### config.mk
export PLATFORM = sky130hd
export DESIGN_NAME = cubic_bezier_t_solver
export DESIGN_NICKNAME = d
export VERILOG_FILES = /design/src/cbts_pkg.sv /design/src/cubic_bezier_t_solver.sv /design/src/cbts_datapath.sv /design/src/cbts_sequencer.sv
export SDC_FILE = /design/constraint.sdc
export NUM_CORES = 2
export LEC_CHECK = 0
export ABC_AREA = 1
export ABC_CLOCK_PERIOD_IN_PS = 10390
export BUFFER_PORTS_ARGS = -buffer_cell sky130_fd_sc_hd__buf_2
export CAP_MARGIN = 20
export CORE_ASPECT_RATIO = 1.1
export CORE_MARGIN = 2
export CORE_UTILIZATION = 30
export DETAILED_ROUTE_END_ITERATION = 6
export GPL_ROUTABILITY_DRIVEN = 0
export REMOVE_ABC_BUFFERS = 1
export SYNTH_ARGS = -nofsm -noshare
export SYNTH_HDL_FRONTEND = slang
export SYNTH_SLANG_ARGS = --single-unit
### constraint.sdc
create_clock -name clk -period 10.39 [get_ports clk]
set_input_delay 1.039 -clock clk [delete_from_list [all_inputs] [get_ports clk]]
set_output_delay 1.039 -clock clk [all_outputs]
set_load 0.01 [all_outputs]
### src/cbts_pkg.sv
`timescale 1ns / 1ps
// Shared types, constants and the microcode table of the Bezier t solver.
package cbts_pkg;

	localparam int FRACTION_BITS_DEF = 16;
	localparam int MAX_STEPS_DEF     = 32;

	localparam int COORD_W     = 32;
	localparam int IN_DATA_W   = 5 * COORD_W;
	localparam int T_OUT_W     = 17;
	localparam int STEPS_OUT_W = 6;
	localparam int OUT_DATA_W  = 24;

	localparam int TOL_W       = 16;
	localparam int LIMIT_W     = 6;
	localparam int CFG_INDEX_W = 2;
	localparam int CFG_DATA_W  = 16;

	localparam logic [CFG_INDEX_W-1:0] REG_TOLERANCE  = 2'd0;
	localparam logic [CFG_INDEX_W-1:0] REG_ITER_LIMIT = 2'd1;

	localparam logic [TOL_W-1:0]   TOL_RESET   = 16'd7;
	localparam logic [LIMIT_W-1:0] LIMIT_RESET = 6'd24;

	localparam int UC_PC_W = 4;

	typedef enum logic [2:0] {MA_U, MA_T, MA_U2, MA_T2, MA_WA, MA_WB} mul_a_t;
	typedef enum logic [2:0] {MB_U, MB_T, MB_T2, MB_P0, MB_P1, MB_P2, MB_P3} mul_b_t;
	typedef enum logic [2:0] {WB_NONE, WB_U2, WB_T2, WB_WA, WB_WA3, WB_WB, WB_WB3} wb_t;
	typedef enum logic [1:0] {ACC_HOLD, ACC_LOAD, ACC_ADD} acc_t;
	typedef enum logic [1:0] {SQ_NEXT, SQ_ROUND, SQ_DIFF, SQ_TEST} sq_t;

	typedef struct packed {
		mul_a_t mul_a;
		mul_b_t mul_b;
		wb_t    wb;
		acc_t   acc;
		sq_t    sq;
	} uc_word_t;

	typedef struct packed {
		logic     load;
		logic     bisect;
		uc_word_t uc;
	} dp_ctrl_t;

	typedef struct packed {
		logic in_tol;
		logic above;
	} dp_stat_t;

	localparam uc_word_t UC_IDLE = '{MA_U, MB_U, WB_NONE, ACC_HOLD, SQ_NEXT};

	// One curve evaluation: weights on the shared multiplier, then the
	// weighted sum, rounding, error and the branch step.
	function automatic uc_word_t uc_rom(input logic [UC_PC_W-1:0] pc);
		uc_word_t w;
		w = UC_IDLE;
		unique case (pc)
			4'd0:  w = '{MA_U,  MB_U,  WB_NONE, ACC_HOLD, SQ_NEXT};
			4'd1:  w = '{MA_T,  MB_T,  WB_U2,   ACC_HOLD, SQ_NEXT};
			4'd2:  w = '{MA_U2, MB_U,  WB_T2,   ACC_HOLD, SQ_NEXT};
			4'd3:  w = '{MA_U2, MB_T,  WB_WA,   ACC_HOLD, SQ_NEXT};
			4'd4:  w = '{MA_WA, MB_P0, WB_WB3,  ACC_HOLD, SQ_NEXT};
			4'd5:  w = '{MA_WB, MB_P1, WB_NONE, ACC_LOAD, SQ_NEXT};
			4'd6:  w = '{MA_U,  MB_T2, WB_NONE, ACC_ADD,  SQ_NEXT};
			4'd7:  w = '{MA_T2, MB_T,  WB_WA3,  ACC_HOLD, SQ_NEXT};
			4'd8:  w = '{MA_WA, MB_P2, WB_WB,   ACC_HOLD, SQ_NEXT};
			4'd9:  w = '{MA_WB, MB_P3, WB_NONE, ACC_ADD,  SQ_NEXT};
			4'd10: w = '{MA_U,  MB_U,  WB_NONE, ACC_ADD,  SQ_NEXT};
			4'd11: w = '{MA_U,  MB_U,  WB_NONE, ACC_HOLD, SQ_ROUND};
			4'd12: w = '{MA_U,  MB_U,  WB_NONE, ACC_HOLD, SQ_DIFF};
			4'd13: w = '{MA_U,  MB_U,  WB_NONE, ACC_HOLD, SQ_TEST};
			default: w = UC_IDLE;
		endcase
		return w;
	endfunction

endpackage

### src/cubic_bezier_t_solver.sv
`timescale 1ns / 1ps
// Cubic Bezier inverse: bisection search for t with a microcoded datapath.
//
// Requests arrive on s_tvalid/s_tready/s_tdata: target value and four
// control values, signed Q16.16. One result per request leaves on
// m_tvalid/m_tready/m_tdata with the converged flag on m_tuser.
// Tolerance and iteration limit are written on cfg_valid/cfg_index/cfg_data,
// which is always ready; write them only while no request is in flight.
//
// One request is in work at a time. Each curve evaluation is one pass of a
// 14-step microprogram over a single shared multiplier, the last step of the
// final pass loading the output register.
// s_tready rises again as soon as the result is in the output register, so a
// new request is taken while the previous result waits. If the receiver still
// stalls when the next search ends, the sequencer holds on its branch step.
// Reset clears the handshake state and loads tolerance 7 and limit 24.
module cubic_bezier_t_solver import cbts_pkg::*; #(
	parameter int FRACTION_BITS = FRACTION_BITS_DEF,
	parameter int MAX_STEPS     = MAX_STEPS_DEF
) (
	input  logic                   clk,
	input  logic                   arst_n,
	input  logic                   s_tvalid,
	output logic                   s_tready,
	// target_value, point_start, point_first_handle, point_second_handle, point_end
	input  logic [IN_DATA_W-1:0]   s_tdata,
	output logic                   m_tvalid,
	input  logic                   m_tready,
	// parameter_t [16:0], steps_taken [22:17], zero pad [23]
	output logic [OUT_DATA_W-1:0]  m_tdata,
	// converged
	output logic                   m_tuser,
	input  logic                   cfg_valid,
	output logic                   cfg_ready,
	input  logic [CFG_INDEX_W-1:0] cfg_index,
	input  logic [CFG_DATA_W-1:0]  cfg_data
);

	logic [TOL_W-1:0]   tol_q;
	logic [LIMIT_W-1:0] limit_q;

	logic                   out_valid_q;
	logic [T_OUT_W-1:0]     out_t_q;
	logic [STEPS_OUT_W-1:0] out_steps_q;
	logic                   out_conv_q;

	dp_ctrl_t               ctrl;
	dp_stat_t               stat;
	logic [FRACTION_BITS:0] t_value;
	logic                   busy, finish, converged, accept;
	logic [STEPS_OUT_W-1:0] steps;

	assign cfg_ready = 1'b1;
	assign s_tready  = !busy;
	assign accept    = s_tvalid && s_tready;

	always_ff @(posedge clk or negedge arst_n) begin
		if (!arst_n) begin
			tol_q   <= TOL_RESET;
			limit_q <= LIMIT_RESET;
		end else if (cfg_valid && cfg_ready) begin
			case (cfg_index)
				REG_TOLERANCE:  tol_q   <= cfg_data[TOL_W-1:0];
				REG_ITER_LIMIT: limit_q <= cfg_data[LIMIT_W-1:0];
				default:        ;
			endcase
		end
	end

	cbts_sequencer #(
		.MAX_STEPS(MAX_STEPS)
	) u_seq (
		.clk       (clk),
		.arst_n    (arst_n),
		.accept    (accept),
		.out_free  (!out_valid_q || m_tready),
		.cfg_limit (limit_q),
		.stat      (stat),
		.ctrl      (ctrl),
		.busy      (busy),
		.finish    (finish),
		.converged (converged),
		.steps     (steps)
	);

	cbts_datapath #(
		.FRACTION_BITS(FRACTION_BITS)
	) u_dp (
		.clk       (clk),
		.in_data   (s_tdata),
		.tolerance (tol_q),
		.ctrl      (ctrl),
		.stat      (stat),
		.t_value   (t_value)
	);

	always_ff @(posedge clk or negedge arst_n) begin
		if (!arst_n) begin
			out_valid_q <= 1'b0;
		end else if (finish) begin
			out_valid_q <= 1'b1;
		end else if (m_tready) begin
			out_valid_q <= 1'b0;
		end
	end

	always_ff @(posedge clk) begin
		if (finish) begin
			out_t_q     <= T_OUT_W'(t_value);
			out_steps_q <= steps;
			out_conv_q  <= converged;
		end
	end

	assign m_tvalid = out_valid_q;
	assign m_tdata  = {1'b0, out_steps_q, out_t_q};
	assign m_tuser  = out_conv_q;

`ifndef NO_ASSERTIONS
	a_busy_after_accept: assert property (@(posedge clk) disable iff (!arst_n)
		accept |=> !s_tready)
		else $error("request accepted while a search was running");

	a_finish_slot_free: assert property (@(posedge clk) disable iff (!arst_n)
		finish |-> (!m_tvalid || m_tready))
		else $error("result overwrote one not yet taken");

	a_finish_result: assert property (@(posedge clk) disable iff (!arst_n)
		finish |=> (m_tvalid && s_tready))
		else $error("finished search did not present a result");
`endif

endmodule

### src/cbts_datapath.sv
`timescale 1ns / 1ps
// Datapath of the Bezier t solver: shared multiplier, accumulator, bounds.
module cbts_datapath import cbts_pkg::*; #(
	parameter int FRACTION_BITS = FRACTION_BITS_DEF
) (
	input  logic                      clk,
	input  logic [IN_DATA_W-1:0]      in_data,
	input  logic [TOL_W-1:0]          tolerance,
	input  dp_ctrl_t                  ctrl,
	output dp_stat_t                  stat,
	output logic [FRACTION_BITS:0]    t_value
);

	localparam int F    = FRACTION_BITS;
	localparam int TW   = F + 1;
	localparam int AW   = F + 2;
	localparam int BW   = COORD_W + 1;
	localparam int PW   = AW + 1 + BW;
	localparam int ACCW = PW + 2;
	localparam int XW   = ACCW - F;
	localparam int DW   = XW + 1;

	localparam logic [TW-1:0]          ONE_T  = TW'(1) << F;
	localparam logic [TW-1:0]          HALF_T = ONE_T >> 1;
	localparam logic [PW-1:0]          HALF_P = PW'(1) << (F - 1);
	localparam logic signed [ACCW-1:0] HALF_A = ACCW'(1) << (F - 1);

	logic signed [COORD_W-1:0] tgt_q;
	logic signed [COORD_W-1:0] pt_q [4];
	logic [TW-1:0]             t_q, lo_q, hi_q, u2_q, t2_q;
	logic [AW-1:0]             wa_q, wb_q;
	logic signed [PW-1:0]      prod_q;
	logic signed [ACCW-1:0]    acc_q;
	logic signed [XW-1:0]      x_q;
	logic signed [DW-1:0]      diff_q;

	logic [TW-1:0]          u_w;
	logic [AW-1:0]          mul_a;
	logic signed [BW-1:0]   mul_b;
	logic signed [PW-1:0]   prod_w;
	logic [PW-1:0]          rnd_sum;
	logic [TW-1:0]          rnd;
	logic [AW-1:0]          rnd3;
	logic signed [ACCW-1:0] xs;
	logic [DW-1:0]          mag;
	logic [TW:0]            mid_sum;

	assign u_w = ONE_T - t_q;

	always_comb begin
		case (ctrl.uc.mul_a)
			MA_U:    mul_a = AW'(u_w);
			MA_T:    mul_a = AW'(t_q);
			MA_U2:   mul_a = AW'(u2_q);
			MA_T2:   mul_a = AW'(t2_q);
			MA_WA:   mul_a = wa_q;
			MA_WB:   mul_a = wb_q;
			default: mul_a = '0;
		endcase
		case (ctrl.uc.mul_b)
			MB_U:    mul_b = BW'(u_w);
			MB_T:    mul_b = BW'(t_q);
			MB_T2:   mul_b = BW'(t2_q);
			MB_P0:   mul_b = BW'(pt_q[0]);
			MB_P1:   mul_b = BW'(pt_q[1]);
			MB_P2:   mul_b = BW'(pt_q[2]);
			MB_P3:   mul_b = BW'(pt_q[3]);
			default: mul_b = '0;
		endcase
	end

	assign prod_w  = $signed({1'b0, mul_a}) * mul_b;
	// weight products are never negative: round half up to Q1.F
	assign rnd_sum = prod_q + HALF_P;
	assign rnd     = rnd_sum[F +: TW];
	assign rnd3    = AW'(rnd) + (AW'(rnd) << 1);
	assign xs      = acc_q + HALF_A;

	assign mag         = diff_q[DW-1] ? DW'(-diff_q) : DW'(diff_q);
	assign stat.in_tol = (mag <= DW'(tolerance));
	assign stat.above  = !diff_q[DW-1] && (diff_q != '0);

	assign mid_sum = stat.above ? ((TW+1)'(t_q) + (TW+1)'(hi_q))
	                            : ((TW+1)'(lo_q) + (TW+1)'(t_q));
	assign t_value = t_q;

	always_ff @(posedge clk) begin
		prod_q <= prod_w;

		case (ctrl.uc.wb)
			WB_U2:   u2_q <= rnd;
			WB_T2:   t2_q <= rnd;
			WB_WA:   wa_q <= AW'(rnd);
			WB_WA3:  wa_q <= rnd3;
			WB_WB:   wb_q <= AW'(rnd);
			WB_WB3:  wb_q <= rnd3;
			default: ;
		endcase

		case (ctrl.uc.acc)
			ACC_LOAD: acc_q <= ACCW'(prod_q);
			ACC_ADD:  acc_q <= acc_q + ACCW'(prod_q);
			default:  ;
		endcase

		case (ctrl.uc.sq)
			SQ_ROUND: x_q    <= xs[ACCW-1:F];
			SQ_DIFF:  diff_q <= DW'(tgt_q) - DW'(x_q);
			default:  ;
		endcase

		if (ctrl.load) begin
			tgt_q   <= in_data[0*COORD_W +: COORD_W];
			pt_q[0] <= in_data[1*COORD_W +: COORD_W];
			pt_q[1] <= in_data[2*COORD_W +: COORD_W];
			pt_q[2] <= in_data[3*COORD_W +: COORD_W];
			pt_q[3] <= in_data[4*COORD_W +: COORD_W];
			t_q     <= HALF_T;
			lo_q    <= '0;
			hi_q    <= ONE_T;
		end else if (ctrl.bisect) begin
			if (stat.above) begin
				lo_q <= t_q;
			end else begin
				hi_q <= t_q;
			end
			t_q <= mid_sum[TW:1];
		end
	end

endmodule

### src/cbts_sequencer.sv
`timescale 1ns / 1ps
// Microcode sequencer of the Bezier t solver: step counter, branch, step count.
module cbts_sequencer import cbts_pkg::*; #(
	parameter int MAX_STEPS = MAX_STEPS_DEF
) (
	input  logic                   clk,
	input  logic                   arst_n,
	input  logic                   accept,
	input  logic                   out_free,
	input  logic [LIMIT_W-1:0]     cfg_limit,
	input  dp_stat_t               stat,
	output dp_ctrl_t               ctrl,
	output logic                   busy,
	output logic                   finish,
	output logic                   converged,
	output logic [STEPS_OUT_W-1:0] steps
);

	localparam int SW = $clog2(MAX_STEPS + 1);
	localparam int LW = (SW > LIMIT_W) ? SW : LIMIT_W;

	logic               busy_q;
	logic [UC_PC_W-1:0] pc_q;
	logic [SW-1:0]      steps_q;

	logic [SW-1:0] limit_eff;
	logic          test, at_limit, stop;

	assign limit_eff = (LW'(cfg_limit) > LW'(MAX_STEPS)) ? SW'(MAX_STEPS) : SW'(cfg_limit);

	assign ctrl.uc     = busy_q ? uc_rom(pc_q) : UC_IDLE;
	assign ctrl.load   = accept;
	assign test        = busy_q && (ctrl.uc.sq == SQ_TEST);
	assign at_limit    = (steps_q >= limit_eff);
	assign stop        = test && (stat.in_tol || at_limit);
	assign ctrl.bisect = test && !stat.in_tol && !at_limit;
	// hold on the branch step until the output register can take the result
	assign finish      = stop && out_free;
	assign converged   = stat.in_tol;
	assign steps       = STEPS_OUT_W'(steps_q);
	assign busy        = busy_q;

	always_ff @(posedge clk or negedge arst_n) begin
		if (!arst_n) begin
			busy_q  <= 1'b0;
			pc_q    <= '0;
			steps_q <= '0;
		end else if (accept) begin
			busy_q  <= 1'b1;
			pc_q    <= '0;
			steps_q <= '0;
		end else if (busy_q) begin
			if (finish) begin
				busy_q <= 1'b0;
			end else if (ctrl.bisect) begin
				pc_q    <= '0;
				steps_q <= SW'(steps_q + 1'b1);
			end else if (!test) begin
				pc_q <= UC_PC_W'(pc_q + 1'b1);
			end
		end
	end

endmodule

Yosys cells after proc, flatten, opt, wreduce, memory -nomap -nowiden
Memories as Yosys holds them, arrays and structs flattened. Cells that the tools add are included. Widths: inputs -> output; s select.

Flip-flop bits (word level): 394. Memory bits (writable): 128. Memory bits (read-only): 208. Bits of input ports: 183. Output and inout bits: 28. Logic and storage cells: 119. Memories kept: 2.

Memory list: (name not given) (words 16, bits a word 13, rd ports 1, clocked after Yosys merged registers in 0, wr ports 0, line cbts_pkg.sv:59) `unique case (pc)`; u_dp.pt_q (words 4, bits a word 32, rd ports 4, clocked after Yosys merged registers in 0, wr ports 4, line cbts_datapath.sv:29) `logic signed [COORD_W-1:0] pt_q [4];`.

Add/sub/neg operators: 11. Multipliers: 1. $lt $le $gt $ge: 3. Eq/ne operators: 25. Multiplexer cells: 25. Bitwise logic cells: 1. Reduce and logical (&&, ||, !) cells: 30.

Operator list (number): $pmux 33 s7 (1); $pmux 18 s6 (1); $pmux 54 s2 (1); $pmux 18 s2 (2); $add 54x17->54 const B (1); $add 54x52->54 (1); $mul 19x33->52 (1); $le 39x16->1 (1); $mux 39 (1); $neg 39->39 (1); $reduce_bool 39->1 (1); $sub 32x38->39 (1); $add 17x17->18 (2); $add 33x16->33 const B (1); $mux 6 (5); $eq 3x3->1 const B (8); $mux 4 (5); $add 17x18->18 (1); $eq 3x2->1 const B (6); $mux 18 (1); $sub 17x17->17 const A (1); $mux 13 (1); $reduce_bool 2->1 (6); $eq 3x1->1 const B (3); 17 further kinds (43).

Logic depth before layout (Yosys ltp)
Depth in word-level cells: 10. Gate-level depth with buffers: 41. Mapped depth without buffers: 40.

By module
Synthesis repeated with hierarchy kept, for this count alone.

Cell total of the unflattened synthesis: 6026. Area, all modules: 50731.2 µm².

Modules (own cells, without submodules): cbts_datapath (times used 1, cells each 5730, area an instance 47916.0 µm², seq. area each 12902.4 µm²); cubic_bezier_t_solver (times used 1, cells each 133, area an instance 1714.1 µm², seq. area each 1302.5 µm²); cbts_sequencer (times used 1, cells each 163, area an instance 1101.1 µm², seq. area each 275.3 µm²).

Worst setup path before layout
Ideal clock, no wire load.

Kind: flip-flop to flip-flop. Start: register u_seq.pc_q[0]. End: register u_dp.prod_q[24]. Library setup time: 0.072 ns. Data arrival time: 7.276 ns. Required time: 10.318 ns. Setup slack: 3.043 ns. Stages on the path, launching flop included: 34. Buffers on the path: 1. Period minus slack after synthesis: 7.347 ns. Cells stage by stage: dfrtp_1 -> inv_1 -> ha_1 -> o21ai_2 -> o21bai_1 -> nand2_1 -> nor3_2 -> inv_2 -> o22ai_1 -> nor2_1 -> nand2_2 -> buf_4 -> nand2_1 -> fa_1 -> inv_1 -> fa_1 -> inv_1 -> fa_1 -> inv_1 -> fa_1 -> fa_1 -> inv_1 -> fa_1 -> inv_1 -> ha_1 -> nand2_1 -> nor2_1 -> inv_1 -> o21ai_0 -> a21oi_1 -> o21ai_0 -> a21oi_1 -> o21ai_0 -> xor2_1.

Word-level cells in the longest chain between the ends: 5. Elaborated cells between the ends (all ways): 18. Classes of those cells: mul (1); eq/ne (11); mux (3); reduce/logical (2); memory (1).

Ends and longest elaborated chain: start, declared (line cbts_sequencer.sv:23) `logic [UC_PC_W-1:0] pc_q;`; start signal, assigned (line cbts_sequencer.sv:59) `pc_q <= UC_PC_W'(pc_q + 1'b1);`; $mem_v2 16x13 *; $mux 13 * (line cbts_sequencer.sv:31) `assign ctrl.uc = busy_q ? uc_rom(pc_q) : UC_IDLE;`; $eq 3x3->1, or another cell as far along (line cbts_datapath.sv:60) `case (ctrl.uc.mul_b)`; $pmux 33 s7 / $pmux 18 s6 (equally long branches) (line cbts_datapath.sv:60, cbts_datapath.sv:51); $mul 19x33->52 * (line cbts_datapath.sv:72) `assign prod_w = $signed({1'b0, mul_a}) * mul_b;`; named net u_dp.prod_w[24] (line cbts_datapath.sv:40) `logic signed [PW-1:0] prod_w;`; end signal, assigned (line cbts_datapath.sv:88) `prod_q <= prod_w;`; end, declared (line cbts_datapath.sv:32) `logic signed [PW-1:0] prod_q;`.

Mark *: on every way through the listed nets, which the timed path passes. The rest lies on a longest branch. A chain may end at the register's enable or synchronous reset.

Worst setup path in the final report
Start: register u_seq.pc_q[0]. End: register u_dp.prod_q[51].

The elaborated chain is that of the path after synthesis.

==> out/metrics.yaml <==
clock-root-buffer: "clkbuf_16"
ys_async_sr_fraction: 0.06513
slowest_delay_ns: 0.73
grt_antenna_before_repair: 4
numCtsBuffers: 61
syn_inst: 5957
synthToLayoutAreaGrowth_pct: 11.45
crit_buf_inv: 8
drt_iter0_markers: 2878
yosysWarnings: 0
hold_class: "in2async"
die_h_microns: 434.0
cp_top_family: "adder cells"
grt_pass1_wl_microns: 230200
antenna_cells: 0
rsz0062_at_grt: "false"
start_util: 0.3024
wire_per_inst_microns: 17.69
yosysTopAreaCell: "edfxtp_1"
vias_per_cell: 4.774
drv_cap: 0
tritoncts: "built"
dp_slack_ns: 1.216
slowest_stage: "nor3_4"
gr-total-overflow: 0
grt_pass1_vias: 41010
startpoint_type: "flop"
synth_common_cells: "inv_1, nand2_1, nor2_1"
min_period_ns: 9.253
ys_seq_elements: 522
relSlewSlack: 0.3233
synth_edf_count: 385
dieArea_sq_um: 171400
postCtsSetupBuffers: 0
grtUsageTotal: 0.1722
post-route-period-util: 0.8905
path_max_fanout: 16
coreArea_sq_um: 166800
cpMostUsedCell: "nand2_1"
clock_latency_ns: 0.75
cp.arrival_ns: 9.87
drive_gt1_frac: 0.08605
drc: 0
cts_max_level: 2
routed_wl_microns: 148900
cts_resized: 0
hold_viol: 0
synthTopCellsByArea: "edfxtp_1, fa_1, inv_1, nand2_1, ha_1"
cts_sinks: 522
num_vias: 40200
final_max_slew_viol_count: 0
fin_ws_ns: 1.137
ys_seq_area_frac: 0.2871
critPathCaptureType: "flop"
layout.nets: 7172
ys_types: 67
tightest_slew_ns: 1.014
syn_area_per_cell_sq_um: 8.466
place_hpwl_microns: 118000
worstSetupPathType: "reg2reg"
port_buffers: 208
yosysMostFrequentCell: "inv_1"
skew_ns: 0.07472
firstDrtPassIters: 6
synth_flop_cell: "edfxtp_1"
die_x_microns: 394.9
path_clk_slew_ns: 0.06
fmax_ghz: 0.1081
grt_max_degree: 81
clock_path_buffers: 3
std_cell_rows: 157
yosys.area.top_type_share: 0.2292
ctsHoldBuffers: 0
io_pins: 211
cp_data_required_time_ns: 11.01
detail-route-antenna-nets: 0
status: "finished clean"
syn-cell-area_sq_um: 50430
setup_violations: 0
-- worst paths after layout --
kind                       cells after the start  slack [ns]                to          start
min in group clk                               1        0.46  u_dp.pt_q[3][19]   s_tdata[147]
hold / removal                                 1        0.42          tol_q[4]         arst_n
hold reg to reg                                2        0.48     u_dp.hi_q[16]  u_dp.hi_q[16]
max in group asynchronous                      1        9.44          tol_q[5]         arst_n
setup reg to reg                              34        1.14   u_dp.prod_q[51]  u_seq.pc_q[0]
setup / recovery                              34        1.14   u_dp.prod_q[51]  u_seq.pc_q[0]
-- cell usage in the layout (no fill, tap or decap), types with 29 or more instances in the layout --
master / instances
a21oi_1: 269
a22o_1: 54
a31oi_1: 31
buf_2: 208
buf_4: 45
clkbuf_16: 64
dfrtp_1: 29
dfxtp_1: 103
edfxtp_1: 385
fa_1: 565
ha_1: 283
inv_1: 1262
inv_2: 42
nand2_1: 1213
nand3_1: 166
nor2_1: 609
nor3_1: 30
o21ai_0: 233
xnor2_1: 79
xor2_1: 148
-- area by class of cell --
cell class	instances	area, sq um
inverters	1305	4898
clock inverters	35	445.4
repair buffers	259	1514
well taps	2226	2785
clock buffers	81	1705
multi-input cells	3992	30380
flip-flops and latches	522	14480
fillers	17320	110600
-- state kept, by name, summed over array words and instances, names as in the netlist, 17 cells and up --
register	count
u_dp.pt_q	128
u_dp.prod_q	52
u_dp.t_value	17
u_dp.x_q	38
u_dp.wa_q	18
out_t_q	17
u_dp.lo_q	17
u_dp.t2_q	17
u_dp.wb_q	18
u_dp.tgt_q	32
u_dp.hi_q	17
u_dp.acc_q	54
u_dp.u2_q	17
u_dp.diff_q	39
-- metrics by stage --
stage	hold WS (ns)	std cells	cell area, sq um	TNS, ns	utilization
floorplan	0.4430	5819	49690	-85.43	-
global placement	0.4571	8299	53940	0	0.3234
detailed placement	0.4646	8300	53960	0	0.3236
CTS	0.3956	8416	56110	0	0.3365
global route	0.4271	8420	56210	0	0.3370
finish	0.4227	8420	56210	0	0.3370
-- cells by family after synthesis --
logic type | share of synthesized area
AND/OR/NAND/NOR | 0.1798
flip-flops | 0.2871
buffers and inverters | 0.1118
AO/OA/AOI/OAI | 0.08725
adder cells (fa/ha/maj) | 0.2945
other | 0.0001489
XOR/XNOR | 0.03942
-- metal layers --
layer  vias to the layer above  global-route usage  wire length [microns]
li1                      18920                   -                      -
met1                     19580              0.2108                  59760
met2                      1378              0.3065                  73920
met3                       312             0.02533                   9573
met4                         2             0.06232                   5671
met5                         -                   0                     13
Power is not shown: default switching activity piles up to over one toggle a cycle in this logic, so the estimate is an artifact.
